==> config.mk <==
export PLATFORM = sky130hd
export DESIGN_NAME = top_k_signal_sorted_list
export DESIGN_NICKNAME = d
export VERILOG_FILES = /design/src/hw/rtl/tksl_pkg.sv /design/src/hw/rtl/tksl_ram.sv /design/src/hw/rtl/tksl_hist.sv /design/src/hw/rtl/tksl_list.sv /design/src/hw/rtl/top_k_signal_sorted_list.sv
export SDC_FILE = /design/constraint.sdc
export NUM_CORES = 1
export LEC_CHECK = 0
export ABC_AREA = 1
export BUFFER_PORTS_ARGS = -buffer_cell sky130_fd_sc_hd__buf_2
export CORE_MARGIN = 4
export CORE_UTILIZATION = 26
export DETAILED_ROUTE_END_ITERATION = 16
export GPL_TIMING_DRIVEN = 0
export PLACE_DENSITY_LB_ADDON = 0.3
export SYNTH_ARGS = -nofsm -noshare
export SYNTH_HDL_FRONTEND = slang
export SYNTH_HIERARCHICAL = 1
export SYNTH_SLANG_ARGS = --single-unit
==> constraint.sdc <==
create_clock -name i_clk -period 8 [get_ports i_clk]
set_input_delay 0.4 -clock i_clk [delete_from_list [all_inputs] [get_ports i_clk]]
set_output_delay 0.4 -clock i_clk [all_outputs]
set_load 0.01 [all_outputs]
==> src/hw/rtl/tksl_pkg.sv <==
// ----------------------------------------------------------------------------
// tksl_pkg: shared types and constants for the top-K signal list
// Entry layout, request modes, unit command and status records.
// ----------------------------------------------------------------------------
package tksl_pkg;

    // List depth and histogram size
    localparam int MAX_ENTRIES   = 16;
    localparam int CHANNEL_SLOTS = 16;

    // Derived widths
    localparam int EN_AW = (MAX_ENTRIES > 1) ? $clog2(MAX_ENTRIES) : 1;
    localparam int HC_W  = $clog2(MAX_ENTRIES + 1);
    localparam int CH_AW = (CHANNEL_SLOTS > 1) ? $clog2(CHANNEL_SLOTS) : 1;

    // Saturation limits and security mapping
    localparam logic [7:0]  HIST_MAX       = 8'hFF;
    localparam logic [15:0] SEEN_MAX       = 16'hFFFF;
    localparam logic [3:0]  AUTH_KNOWN_MAX = 4'd7;
    localparam logic [3:0]  SEC_UNKNOWN    = 4'd8;

    typedef enum logic [1:0] {
        MODE_CLEAR     = 2'd0,
        MODE_INSERT    = 2'd1,
        MODE_READ_SLOT = 2'd2,
        MODE_READ_CHAN = 2'd3
    } t_mode;

    typedef struct packed {
        logic signed [7:0] strength;
        logic [7:0]        channel;
        logic [3:0]        security;
        logic              hidden;
        logic [15:0]       tag;
    } t_entry;

    localparam int ENTRY_W = $bits(t_entry);

    // Command from the top level to the list and histogram units
    typedef struct packed {
        logic       start;
        t_mode      mode;
        t_entry     entry;
        logic [3:0] slot;
    } t_cmd;

    typedef struct packed {
        logic            done;
        logic            slot_valid;
        t_entry          slot_data;
        logic [HC_W-1:0] held;
    } t_list_stat;

    typedef struct packed {
        logic       done;
        logic [7:0] count;
    } t_hist_stat;

endpackage

==> src/hw/rtl/tksl_ram.sv <==
// ----------------------------------------------------------------------------
// tksl_ram: generic simple dual-port RAM
// One write port, one read port, read data registered.
// ----------------------------------------------------------------------------
module tksl_ram #(
    parameter int WIDTH = 8,
    parameter int DEPTH = 16,
    parameter int AW    = (DEPTH > 1) ? $clog2(DEPTH) : 1
) (
    input  logic             i_clk,
    input  logic             i_we,
    input  logic [AW-1:0]    i_waddr,
    input  logic [WIDTH-1:0] i_wdata,
    input  logic             i_re,
    input  logic [AW-1:0]    i_raddr,
    output logic [WIDTH-1:0] o_rdata
);

    logic [WIDTH-1:0] r_mem [DEPTH];
    logic [WIDTH-1:0] r_rdata;

    always_ff @(posedge i_clk) begin
        if (i_we) begin
            r_mem[i_waddr] <= i_wdata;
        end
        if (i_re) begin
            r_rdata <= r_mem[i_raddr];
        end
    end

    assign o_rdata = r_rdata;

endmodule

==> src/hw/rtl/tksl_hist.sv <==
// ----------------------------------------------------------------------------
// tksl_hist: per-channel use histogram
// Counters live in a RAM; per-entry valid bits give the all-zero reset/clear.
// ----------------------------------------------------------------------------
module tksl_hist (
    input  logic                  i_clk,
    input  logic                  i_rst_n,
    input  tksl_pkg::t_cmd        i_cmd,
    output tksl_pkg::t_hist_stat  o_stat
);

    typedef enum logic [1:0] {
        S_IDLE,
        S_UPD,
        S_QRY
    } t_state;

    t_state                                r_state, n_state;
    logic [tksl_pkg::CHANNEL_SLOTS-1:0]    r_vld, n_vld;
    logic [tksl_pkg::CH_AW-1:0]            r_idx, n_idx;
    logic                                  r_done, n_done;
    logic [7:0]                            r_count, n_count;

    logic                                  ram_we;
    logic                                  ram_re;
    logic [7:0]                            ram_wdata;
    logic [7:0]                            ram_rdata;
    logic [7:0]                            cur;
    logic                                  in_range;

    assign in_range = {1'b0, i_cmd.entry.channel} < 9'(tksl_pkg::CHANNEL_SLOTS);
    assign cur      = r_vld[r_idx] ? ram_rdata : 8'd0;

    tksl_ram #(
        .WIDTH (8),
        .DEPTH (tksl_pkg::CHANNEL_SLOTS)
    ) u_ram (
        .i_clk   (i_clk),
        .i_we    (ram_we),
        .i_waddr (r_idx),
        .i_wdata (ram_wdata),
        .i_re    (ram_re),
        .i_raddr (n_idx),
        .o_rdata (ram_rdata)
    );

    // Read-modify-write sequencer
    always_comb begin
        n_state   = r_state;
        n_vld     = r_vld;
        n_idx     = r_idx;
        n_done    = 1'b0;
        n_count   = r_count;
        ram_we    = 1'b0;
        ram_re    = 1'b0;
        ram_wdata = cur + 8'd1;
        case (r_state)
            S_IDLE: begin
                if (i_cmd.start) begin
                    n_idx   = i_cmd.entry.channel[tksl_pkg::CH_AW-1:0];
                    n_count = 8'd0;
                    case (i_cmd.mode)
                        tksl_pkg::MODE_CLEAR: begin
                            n_vld  = '0;
                            n_done = 1'b1;
                        end
                        tksl_pkg::MODE_INSERT: begin
                            if (in_range) begin
                                ram_re  = 1'b1;
                                n_state = S_UPD;
                            end else begin
                                n_done = 1'b1;
                            end
                        end
                        tksl_pkg::MODE_READ_CHAN: begin
                            if (in_range) begin
                                ram_re  = 1'b1;
                                n_state = S_QRY;
                            end else begin
                                n_done = 1'b1;
                            end
                        end
                        default: begin
                            n_done = 1'b1;
                        end
                    endcase
                end
            end
            S_UPD: begin
                // saturating increment, counter stays at its ceiling
                if (cur != tksl_pkg::HIST_MAX) begin
                    ram_we = 1'b1;
                end
                n_vld[r_idx] = 1'b1;
                n_done       = 1'b1;
                n_state      = S_IDLE;
            end
            S_QRY: begin
                n_count = cur;
                n_done  = 1'b1;
                n_state = S_IDLE;
            end
            default: begin
                n_state = S_IDLE;
            end
        endcase
    end

    always_ff @(posedge i_clk) begin
        if (!i_rst_n) begin
            r_state <= S_IDLE;
            r_vld   <= '0;
            r_done  <= 1'b0;
        end else begin
            r_state <= n_state;
            r_vld   <= n_vld;
            r_done  <= n_done;
        end
        r_idx   <= n_idx;
        r_count <= n_count;
    end

    assign o_stat.done  = r_done;
    assign o_stat.count = r_count;

endmodule

==> src/hw/rtl/tksl_list.sv <==
// ----------------------------------------------------------------------------
// tksl_list: sorted entry list in RAM
// Insertion walks from the tail toward the head, one entry per cycle,
// shifting weaker entries down until the insertion point is found.
// ----------------------------------------------------------------------------
module tksl_list (
    input  logic                  i_clk,
    input  logic                  i_rst_n,
    input  tksl_pkg::t_cmd        i_cmd,
    output tksl_pkg::t_list_stat  o_stat
);

    typedef enum logic [1:0] {
        S_IDLE,
        S_SCAN,
        S_PLACE
    } t_state;

    localparam logic [tksl_pkg::HC_W-1:0] HC_MAX = tksl_pkg::HC_W'(tksl_pkg::MAX_ENTRIES);
    localparam logic [tksl_pkg::HC_W-1:0] HC_ONE = tksl_pkg::HC_W'(1);

    t_state                       r_state, n_state;
    logic [tksl_pkg::HC_W-1:0]    r_pos, n_pos;
    logic [tksl_pkg::HC_W-1:0]    r_held, n_held;
    tksl_pkg::t_entry             r_entry, n_entry;
    logic                         r_done, n_done;
    logic                         r_slot_valid, n_slot_valid;

    logic                         ram_we;
    logic                         ram_re;
    logic [tksl_pkg::EN_AW-1:0]   ram_waddr;
    logic [tksl_pkg::EN_AW-1:0]   ram_raddr;
    logic [tksl_pkg::ENTRY_W-1:0] ram_wdata;
    logic [tksl_pkg::ENTRY_W-1:0] ram_rdata;
    tksl_pkg::t_entry             rd_entry;

    logic [tksl_pkg::HC_W-1:0]    start_pos;
    logic [tksl_pkg::HC_W-1:0]    start_m1;
    logic [tksl_pkg::HC_W-1:0]    pos_m1;
    logic [tksl_pkg::HC_W-1:0]    pos_m2;
    logic [7:0]                   slot_x;
    logic [7:0]                   held_x;
    logic                         slot_ok;

    assign rd_entry  = tksl_pkg::t_entry'(ram_rdata);
    assign start_pos = (r_held == HC_MAX) ? HC_MAX : r_held;
    assign start_m1  = start_pos - HC_ONE;
    assign pos_m1    = r_pos - HC_ONE;
    assign pos_m2    = r_pos - tksl_pkg::HC_W'(2);
    assign slot_x    = 8'(i_cmd.slot);
    assign held_x    = 8'(r_held);
    assign slot_ok   = slot_x < held_x;

    tksl_ram #(
        .WIDTH (tksl_pkg::ENTRY_W),
        .DEPTH (tksl_pkg::MAX_ENTRIES)
    ) u_ram (
        .i_clk   (i_clk),
        .i_we    (ram_we),
        .i_waddr (ram_waddr),
        .i_wdata (ram_wdata),
        .i_re    (ram_re),
        .i_raddr (ram_raddr),
        .o_rdata (ram_rdata)
    );

    // Insertion / read sequencer
    always_comb begin
        n_state      = r_state;
        n_pos        = r_pos;
        n_held       = r_held;
        n_entry      = r_entry;
        n_done       = 1'b0;
        n_slot_valid = r_slot_valid;
        ram_we       = 1'b0;
        ram_re       = 1'b0;
        ram_waddr    = r_pos[tksl_pkg::EN_AW-1:0];
        ram_raddr    = pos_m2[tksl_pkg::EN_AW-1:0];
        ram_wdata    = r_entry;
        case (r_state)
            S_IDLE: begin
                if (i_cmd.start) begin
                    n_slot_valid = 1'b0;
                    case (i_cmd.mode)
                        tksl_pkg::MODE_CLEAR: begin
                            n_held = '0;
                            n_done = 1'b1;
                        end
                        tksl_pkg::MODE_INSERT: begin
                            n_entry = i_cmd.entry;
                            n_pos   = start_pos;
                            if (start_pos == '0) begin
                                // empty list: goes straight to the head
                                ram_we    = 1'b1;
                                ram_waddr = '0;
                                ram_wdata = i_cmd.entry;
                                n_held    = r_held + HC_ONE;
                                n_done    = 1'b1;
                            end else begin
                                ram_re    = 1'b1;
                                ram_raddr = start_m1[tksl_pkg::EN_AW-1:0];
                                n_state   = S_SCAN;
                            end
                        end
                        tksl_pkg::MODE_READ_SLOT: begin
                            n_slot_valid = slot_ok;
                            ram_re       = slot_ok;
                            ram_raddr    = slot_x[tksl_pkg::EN_AW-1:0];
                            n_done       = 1'b1;
                        end
                        default: begin
                            n_done = 1'b1;
                        end
                    endcase
                end
            end
            S_SCAN: begin
                // rd_entry holds the entry just above r_pos
                if ($signed(rd_entry.strength) < $signed(r_entry.strength)) begin
                    // weaker: shift it down (falls off the end when full)
                    if (r_pos < HC_MAX) begin
                        ram_we    = 1'b1;
                        ram_wdata = rd_entry;
                    end
                    n_pos = pos_m1;
                    if (pos_m1 == '0) begin
                        n_state = S_PLACE;
                    end else begin
                        ram_re = 1'b1;
                    end
                end else begin
                    // insertion point found; dropped if it ranks past the end
                    if (r_pos < HC_MAX) begin
                        ram_we = 1'b1;
                    end
                    if (r_held < HC_MAX) begin
                        n_held = r_held + HC_ONE;
                    end
                    n_done  = 1'b1;
                    n_state = S_IDLE;
                end
            end
            S_PLACE: begin
                ram_we = 1'b1;
                if (r_held < HC_MAX) begin
                    n_held = r_held + HC_ONE;
                end
                n_done  = 1'b1;
                n_state = S_IDLE;
            end
            default: begin
                n_state = S_IDLE;
            end
        endcase
    end

    always_ff @(posedge i_clk) begin
        if (!i_rst_n) begin
            r_state      <= S_IDLE;
            r_held       <= '0;
            r_done       <= 1'b0;
            r_slot_valid <= 1'b0;
        end else begin
            r_state      <= n_state;
            r_held       <= n_held;
            r_done       <= n_done;
            r_slot_valid <= n_slot_valid;
        end
        r_pos   <= n_pos;
        r_entry <= n_entry;
    end

    assign o_stat.done       = r_done;
    assign o_stat.slot_valid = r_slot_valid;
    assign o_stat.slot_data  = rd_entry;
    assign o_stat.held       = r_held;

    // Held count never exceeds the list depth
    a_held_bound: assert property (@(posedge i_clk) disable iff (!i_rst_n)
        r_held <= HC_MAX)
        else $error("held count beyond list depth");

    // The scan position never sits at the head
    a_scan_pos: assert property (@(posedge i_clk) disable iff (!i_rst_n)
        (r_state == S_SCAN) |-> (r_pos != '0))
        else $error("scan position at head");

endmodule

==> src/hw/rtl/top_k_signal_sorted_list.sv <==
// ----------------------------------------------------------------------------
// top_k_signal_sorted_list: bounded top-K scan list with channel histogram
// An accepted request starts the list and histogram units; the result is
// staged once both are done. An in-range channel query adds a RAM read.
// Insert time grows with the kept count: the entry RAM is walked from the tail
// one slot per cycle. One request at a time.
// Throughput: the next request is taken from the cycle after the result is
// loaded into the output register; the result waits there without blocking.
// Reset (synchronous, active low): empty list, zero counters and histogram.
// ----------------------------------------------------------------------------
module top_k_signal_sorted_list (
    input  logic               i_clk,
    input  logic               i_rst_n,
    input  logic               i_in_valid,
    output logic               o_in_ready,
    input  logic [1:0]         i_mode,
    input  logic signed [7:0]  i_signal_strength,
    input  logic [7:0]         i_radio_channel,
    input  logic [3:0]         i_auth_code,
    input  logic               i_is_hidden,
    input  logic [15:0]        i_network_tag,
    input  logic [3:0]         i_slot_index,
    output logic               o_out_valid,
    input  logic               i_out_ready,
    output logic               o_slot_valid,
    output logic signed [7:0]  o_slot_strength,
    output logic [7:0]         o_slot_channel,
    output logic [3:0]         o_slot_security,
    output logic               o_slot_hidden,
    output logic [15:0]        o_slot_tag,
    output logic [4:0]         o_kept_count,
    output logic [15:0]        o_seen_count,
    output logic signed [7:0]  o_best_strength,
    output logic [7:0]         o_channel_count
);

    typedef enum logic [1:0] {
        S_IDLE,
        S_WAIT,
        S_OUT
    } t_state;

    t_state                     r_state;
    logic                       r_start;
    tksl_pkg::t_mode            r_mode;
    tksl_pkg::t_entry           r_entry;
    logic [3:0]                 r_slot;
    logic [15:0]                r_seen;
    logic signed [7:0]          r_best;

    // result staging
    logic                       r_list_got;
    logic                       r_hist_got;
    logic                       r_stg_valid;
    tksl_pkg::t_entry           r_stg_entry;
    logic [tksl_pkg::HC_W-1:0]  r_stg_held;
    logic [7:0]                 r_stg_count;

    // output register
    logic                       r_out_valid;
    logic                       r_o_slot_valid;
    tksl_pkg::t_entry           r_o_entry;
    logic [4:0]                 r_o_kept;
    logic [15:0]                r_o_seen;
    logic signed [7:0]          r_o_best;
    logic [7:0]                 r_o_count;

    tksl_pkg::t_cmd             cmd;
    tksl_pkg::t_list_stat       s_list;
    tksl_pkg::t_hist_stat       s_hist;
    tksl_pkg::t_mode            in_mode;
    logic                       in_accept;
    logic                       list_got;
    logic                       hist_got;
    logic                       out_free;
    logic                       out_load;
    logic [3:0]                 in_security;

    assign in_mode     = tksl_pkg::t_mode'(i_mode);
    assign in_accept   = i_in_valid && o_in_ready;
    assign o_in_ready  = (r_state == S_IDLE);
    assign in_security = (i_auth_code <= tksl_pkg::AUTH_KNOWN_MAX) ? i_auth_code
                                                                   : tksl_pkg::SEC_UNKNOWN;
    assign list_got    = r_list_got || s_list.done;
    assign hist_got    = r_hist_got || s_hist.done;
    assign out_free    = !r_out_valid || i_out_ready;
    assign out_load    = (r_state == S_OUT) && out_free;

    assign cmd.start = r_start;
    assign cmd.mode  = r_mode;
    assign cmd.entry = r_entry;
    assign cmd.slot  = r_slot;

    tksl_list u_list (
        .i_clk   (i_clk),
        .i_rst_n (i_rst_n),
        .i_cmd   (cmd),
        .o_stat  (s_list)
    );

    tksl_hist u_hist (
        .i_clk   (i_clk),
        .i_rst_n (i_rst_n),
        .i_cmd   (cmd),
        .o_stat  (s_hist)
    );

    // Request control, global counters and output register
    always_ff @(posedge i_clk) begin
        if (!i_rst_n) begin
            r_state     <= S_IDLE;
            r_start     <= 1'b0;
            r_seen      <= '0;
            r_best      <= '0;
            r_list_got  <= 1'b0;
            r_hist_got  <= 1'b0;
            r_out_valid <= 1'b0;
        end else begin
            r_start <= in_accept;
            // output valid: set on load, cleared on handshake
            if (out_load) begin
                r_out_valid <= 1'b1;
            end else if (r_out_valid && i_out_ready) begin
                r_out_valid <= 1'b0;
            end
            case (r_state)
                S_IDLE: begin
                    if (in_accept) begin
                        r_mode           <= in_mode;
                        r_entry.strength <= i_signal_strength;
                        r_entry.channel  <= i_radio_channel;
                        r_entry.security <= in_security;
                        r_entry.hidden   <= i_is_hidden;
                        r_entry.tag      <= i_network_tag;
                        r_slot           <= i_slot_index;
                        r_state          <= S_WAIT;
                        if (in_mode == tksl_pkg::MODE_CLEAR) begin
                            r_seen <= '0;
                            r_best <= '0;
                        end else if (in_mode == tksl_pkg::MODE_INSERT) begin
                            // first entry after clear sets the best level outright
                            if (r_seen == '0 || i_signal_strength > r_best) begin
                                r_best <= i_signal_strength;
                            end
                            if (r_seen != tksl_pkg::SEEN_MAX) begin
                                r_seen <= r_seen + 16'd1;
                            end
                        end
                    end
                end
                S_WAIT: begin
                    if (s_list.done) begin
                        r_stg_valid <= s_list.slot_valid;
                        r_stg_entry <= s_list.slot_valid ? s_list.slot_data : '0;
                        r_stg_held  <= s_list.held;
                    end
                    if (s_hist.done) begin
                        r_stg_count <= s_hist.count;
                    end
                    if (list_got && hist_got) begin
                        r_list_got <= 1'b0;
                        r_hist_got <= 1'b0;
                        r_state    <= S_OUT;
                    end else begin
                        r_list_got <= list_got;
                        r_hist_got <= hist_got;
                    end
                end
                S_OUT: begin
                    if (out_free) begin
                        r_o_slot_valid <= r_stg_valid;
                        r_o_entry      <= r_stg_entry;
                        r_o_kept       <= 5'(r_stg_held);
                        r_o_seen       <= r_seen;
                        r_o_best       <= r_best;
                        r_o_count      <= r_stg_count;
                        r_state        <= S_IDLE;
                    end
                end
                default: begin
                    r_state <= S_IDLE;
                end
            endcase
        end
    end

    assign o_out_valid     = r_out_valid;
    assign o_slot_valid    = r_o_slot_valid;
    assign o_slot_strength = r_o_entry.strength;
    assign o_slot_channel  = r_o_entry.channel;
    assign o_slot_security = r_o_entry.security;
    assign o_slot_hidden   = r_o_entry.hidden;
    assign o_slot_tag      = r_o_entry.tag;
    assign o_kept_count    = r_o_kept;
    assign o_seen_count    = r_o_seen;
    assign o_best_strength = r_o_best;
    assign o_channel_count = r_o_count;

    // An accepted request starts the units on the next cycle
    a_start_follows: assert property (@(posedge i_clk) disable iff (!i_rst_n)
        in_accept |=> r_start)
        else $error("request accepted without unit start");

    // Unit completions only while a request is in flight
    a_done_in_wait: assert property (@(posedge i_clk) disable iff (!i_rst_n)
        (s_list.done || s_hist.done) |-> (r_state == S_WAIT))
        else $error("unit done outside wait state");

    // The result is loaded only into a free output register
    a_no_overwrite: assert property (@(posedge i_clk) disable iff (!i_rst_n)
        (r_state == S_OUT && r_out_valid && !i_out_ready) |=> (r_state == S_OUT))
        else $error("result register overwritten");

endmodule

==> qor.csv <==
metric,value,unit
cts_tree,yes,
drc_errors,0,
grt_max_degree,30,
crit_buf_inv,5,
grt_pass1_vias,29900,
maxCapViolations,0,
place_hpwl,98400,µm
initial_core_util,0.262,
synth.distinct_cells,55,
avgSynthCellArea,10.4,µm²
critPathLaunchType,register,
leakage,22.1,nW
finClkSkew,0.0795,ns
num_rows,153,
synth_edf_count,984,
htreeDepth,3,
cts-root-buf,clkbuf_16,
worst_pin_slew,1.44,ns
slew_headroom,0.0304,
p_per_area,255,mW/mm²
cp_cell_sequence,inv_1 -> ha_1 -> nand3_1 -> nand2_1 -> ha_1 -> nand3_2 -> nor2_4 -> inv_2 -> nand2_1 -> inv_1 -> o21ai_0 -> buf_2 -> clkbuf_1 -> nand3_1 -> nand3_1 -> nand2_1,
die-area,0.182,mm²
switching_share,0.296,
vias,31900,
synth_fp_nets,4463,
drt-total-wl,144000,µm
cts_made_buffers,108,
antenna_found_initial,4,
holdWs,0.0664,ns
areaGrowthSynthToFinish,17.7,%
clk_pin_slew,0.06,ns
path_max_fanout,10,
outcome,completed,
post_cts_buffers,0,
synth_cells,4376,
route.detailed.wl_per_inst,20.3,µm
drt-initial-drc-count,3500,
hold_start,i_in_valid,
gp_congestion,0.870,
setup_viol,0,
power_frac_clock,0.354,
grt_use_total,0.154,
overflow,0,
fp.dieW,427,µm
setup_tns,0,ns
postSynth.asyncResetShare,0,
ir_worst_vdd,192,µV
placed_cell_area,0.0499,mm²
crit_start,u_list/r_held[1],
vias_per_cell,4.50,
cts_resized,0,
synth_seq_cells,1046,
fin_crit_sh,0.625,
yosysWarnings,6,
cts_sinks,1046,
die_y,427,µm
ys_seq_area_frac,0.674,
switchingPower,0.00405,W
timing.final.crit_period,5.00,ns
grt_pass1_wl,205000,µm
arrival,5.46,ns
cts_hold_buf,44,
io_buffers,123,
ant_nets,0,
stdcell_area,0.0537,mm²
p_int,0.00963,W
synth_area,0.0457,mm²
worstSetupPathType,register to register,
multi_input_area,0.0109,mm²
insertion_delay,0.75,ns
core_region_area,0.174,mm²
fmax,200,MHz
seqCellArea,0.0308,mm²
hold_viol_final,0,
reg2reg_from,u_list/r_held[1],
combPwrFrac,0.176,
fin_util,0.308,
hold_class,input port to register,
slowest_stage,o21ai_0,
cp-end-kind,register,
drive_above_1_share,0.111,
cp_top_family,buffers and inverters,
dr.pass1.iters,5,
fin_cells,7097,
synth-main-ff-cell,edfxtp_1,
required,8.46,ns
clockBufferDepth,3,
io_pins,124,
fin_nets,4767,
crit_path_max_incr_delay,1.09,ns
rsz0062_at_grt,false,
seq_power_share,0.469,
placed_cells,6851,
fillers,17900,
maxSlewViolCount,0,
-- sequential cells by signal, summed over array words and instances (netlist names), 8 cells and up --
signal and cells:
u_list/u_ram/r_mem 592, u_hist/u_ram/r_mem 128, cmd 37, r_stg_entry 37, u_list/r_entry 37, u_list/u_ram/o_rdata 37, o_seen_count 16, o_slot_tag 16
r_seen 16, u_hist/r_vld 16, o_best_strength 8, o_channel_count 8, o_slot_channel 8, o_slot_strength 8, r_best 8, r_stg_count 8
u_hist/r_count 8, u_hist/u_ram/o_rdata 8
-- synth_stat cells (2+ instances only) --
library cell  number  area share
a21o_1             2     0.00033
a21oi_1           60      0.0066
a21oi_2            3     0.00058
a221oi_1           2     0.00038
buf_1             17      0.0014
buf_2             66      0.0072
buf_4             43      0.0071
buf_6             37      0.0091
clkbuf_1          25      0.0021
clkinv_1          14      0.0012
dfxtp_1           62       0.027
edfxtp_1         984        0.65
ha_1              40       0.011
inv_1            730       0.060
inv_2             12     0.00099
inv_4              2     0.00027
nand2_1         1342        0.11
nand2_2            6     0.00082
nand2_4            4     0.00099
nand3_1          586       0.064
nand3_2            3     0.00066
nand3b_1           5     0.00082
nand4_1           14      0.0019
nor2_1           113      0.0093
nor2_2             3     0.00041
nor2_4             6      0.0015
nor2_8             3      0.0013
nor3_1            17      0.0019
nor4_1             2     0.00027
o21ai_0          104       0.011
o21ai_1           22      0.0024
o21ai_2           12      0.0023
o22ai_1            2     0.00027
or2_2              2     0.00027
xnor2_1            4     0.00077
xor2_1             8      0.0015
-- tightest hold or removal path: stages --
cell     delay (ns)
buf_2          0.08
nand2_2        0.15
nor2_1         0.12
-- worst paths after layout --
path | end | slack [ns] | cells past startpoint
min reg2reg | o_slot_security[3] | 0.40 | 0
max reg2reg | u_list/u_ram/o_rdata[31] | 3.00 | 16
max | u_list/u_ram/o_rdata[31] | 3.00 | 16
min | r_start | 0.07 | 3
-- power groups by stage --
| stage | Sequential (W) | Combinational, W | Clock, W |
|---|---|---|---|
| after floorplan | 0.00650 | 0.00135 | 0 |
| after global placement | 0.00655 | 0.00231 | 0 |
| after detailed placement | 0.00653 | 0.00237 | 0 |
| after CTS | 0.00642 | 0.00240 | 0.00496 |
| after global routing | 0.00643 | 0.00260 | 0.00520 |
| final | 0.00642 | 0.00241 | 0.00485 |
-- layout make-up --
class / instances / share of cell area
Sequential cell: 1046 / 0.573
Multi-Input combinational cell: 2380 / 0.203
Clock buffer: 149 / 0.0553
Tap cell: 2325 / 0.0541
Inverter: 760 / 0.0533
Timing Repair Buffer: 194 / 0.0303
Buffer: 190 / 0.0232
Clock inverter: 50 / 0.00727
Antenna cell: 3 / 0.000140
-- placed cells by master (no fill, tap or decap), types with 4 or more instances in the layout --
cell type      Yosys  layout
buf_6             37      38
nand3_1          586     586
nand2_4            4       4
clkinv_4           0       4
o21ai_0          104     104
xor2_1             8       7
nand2_2            6       7
o21ai_2           12      12
buf_12             0      21
a21oi_1           60      60
ha_1              40      40
nand4_1           14      14
clkbuf_8           0       7
clkinvlp_4         0       5
buf_16             0       5
inv_2             12      12
clkbuf_1          25      57
clkinv_2           1      11
clkinv_1          14      37
dfxtp_1           62      62
nor2_1           113      93
nor2_4             6      26
edfxtp_1         984     984
buf_2             66     189
nor3_1            17      17
buf_4             43      43
clkbuf_16          0     110
nand2_1         1342    1341
inv_1            730     730
nand3b_1           5       5
o21ai_1           22      22
dlygate4sd3_1      0      44
buf_1             17      17
-- metal layers --
layer,GRT usage,share of wire,vias to the layer above,routed length [µm]
met5,0,0,-,0
met1,0.208,0.43,15600,61500
li1,-,-,14900,-
met2,0.245,0.46,1216,66000
met3,0.0281,0.073,254,10600
met4,0.0616,0.041,0,5980
-- through the flow --
stage               power [W]  worst slack (ns)
global route           0.0142              2.91
global placement      0.00886             0.403
finish                 0.0137              3.00
CTS                    0.0138              3.21
floorplan             0.00785              3.55
detailed placement    0.00891              3.25
-- logic make-up after synthesis --
family,after synthesis,share of synthesized area
AND/OR/NAND/NOR,2110,0.196
flip-flops,1046,0.674
buffers and inverters,950,0.0900
AO/OA/AOI/OAI,218,0.0266
adder cells (fa/ha/maj),40,0.0110
XOR/XNOR,12,0.00230
No activity file was read; power rests on OpenSTA's default activity.
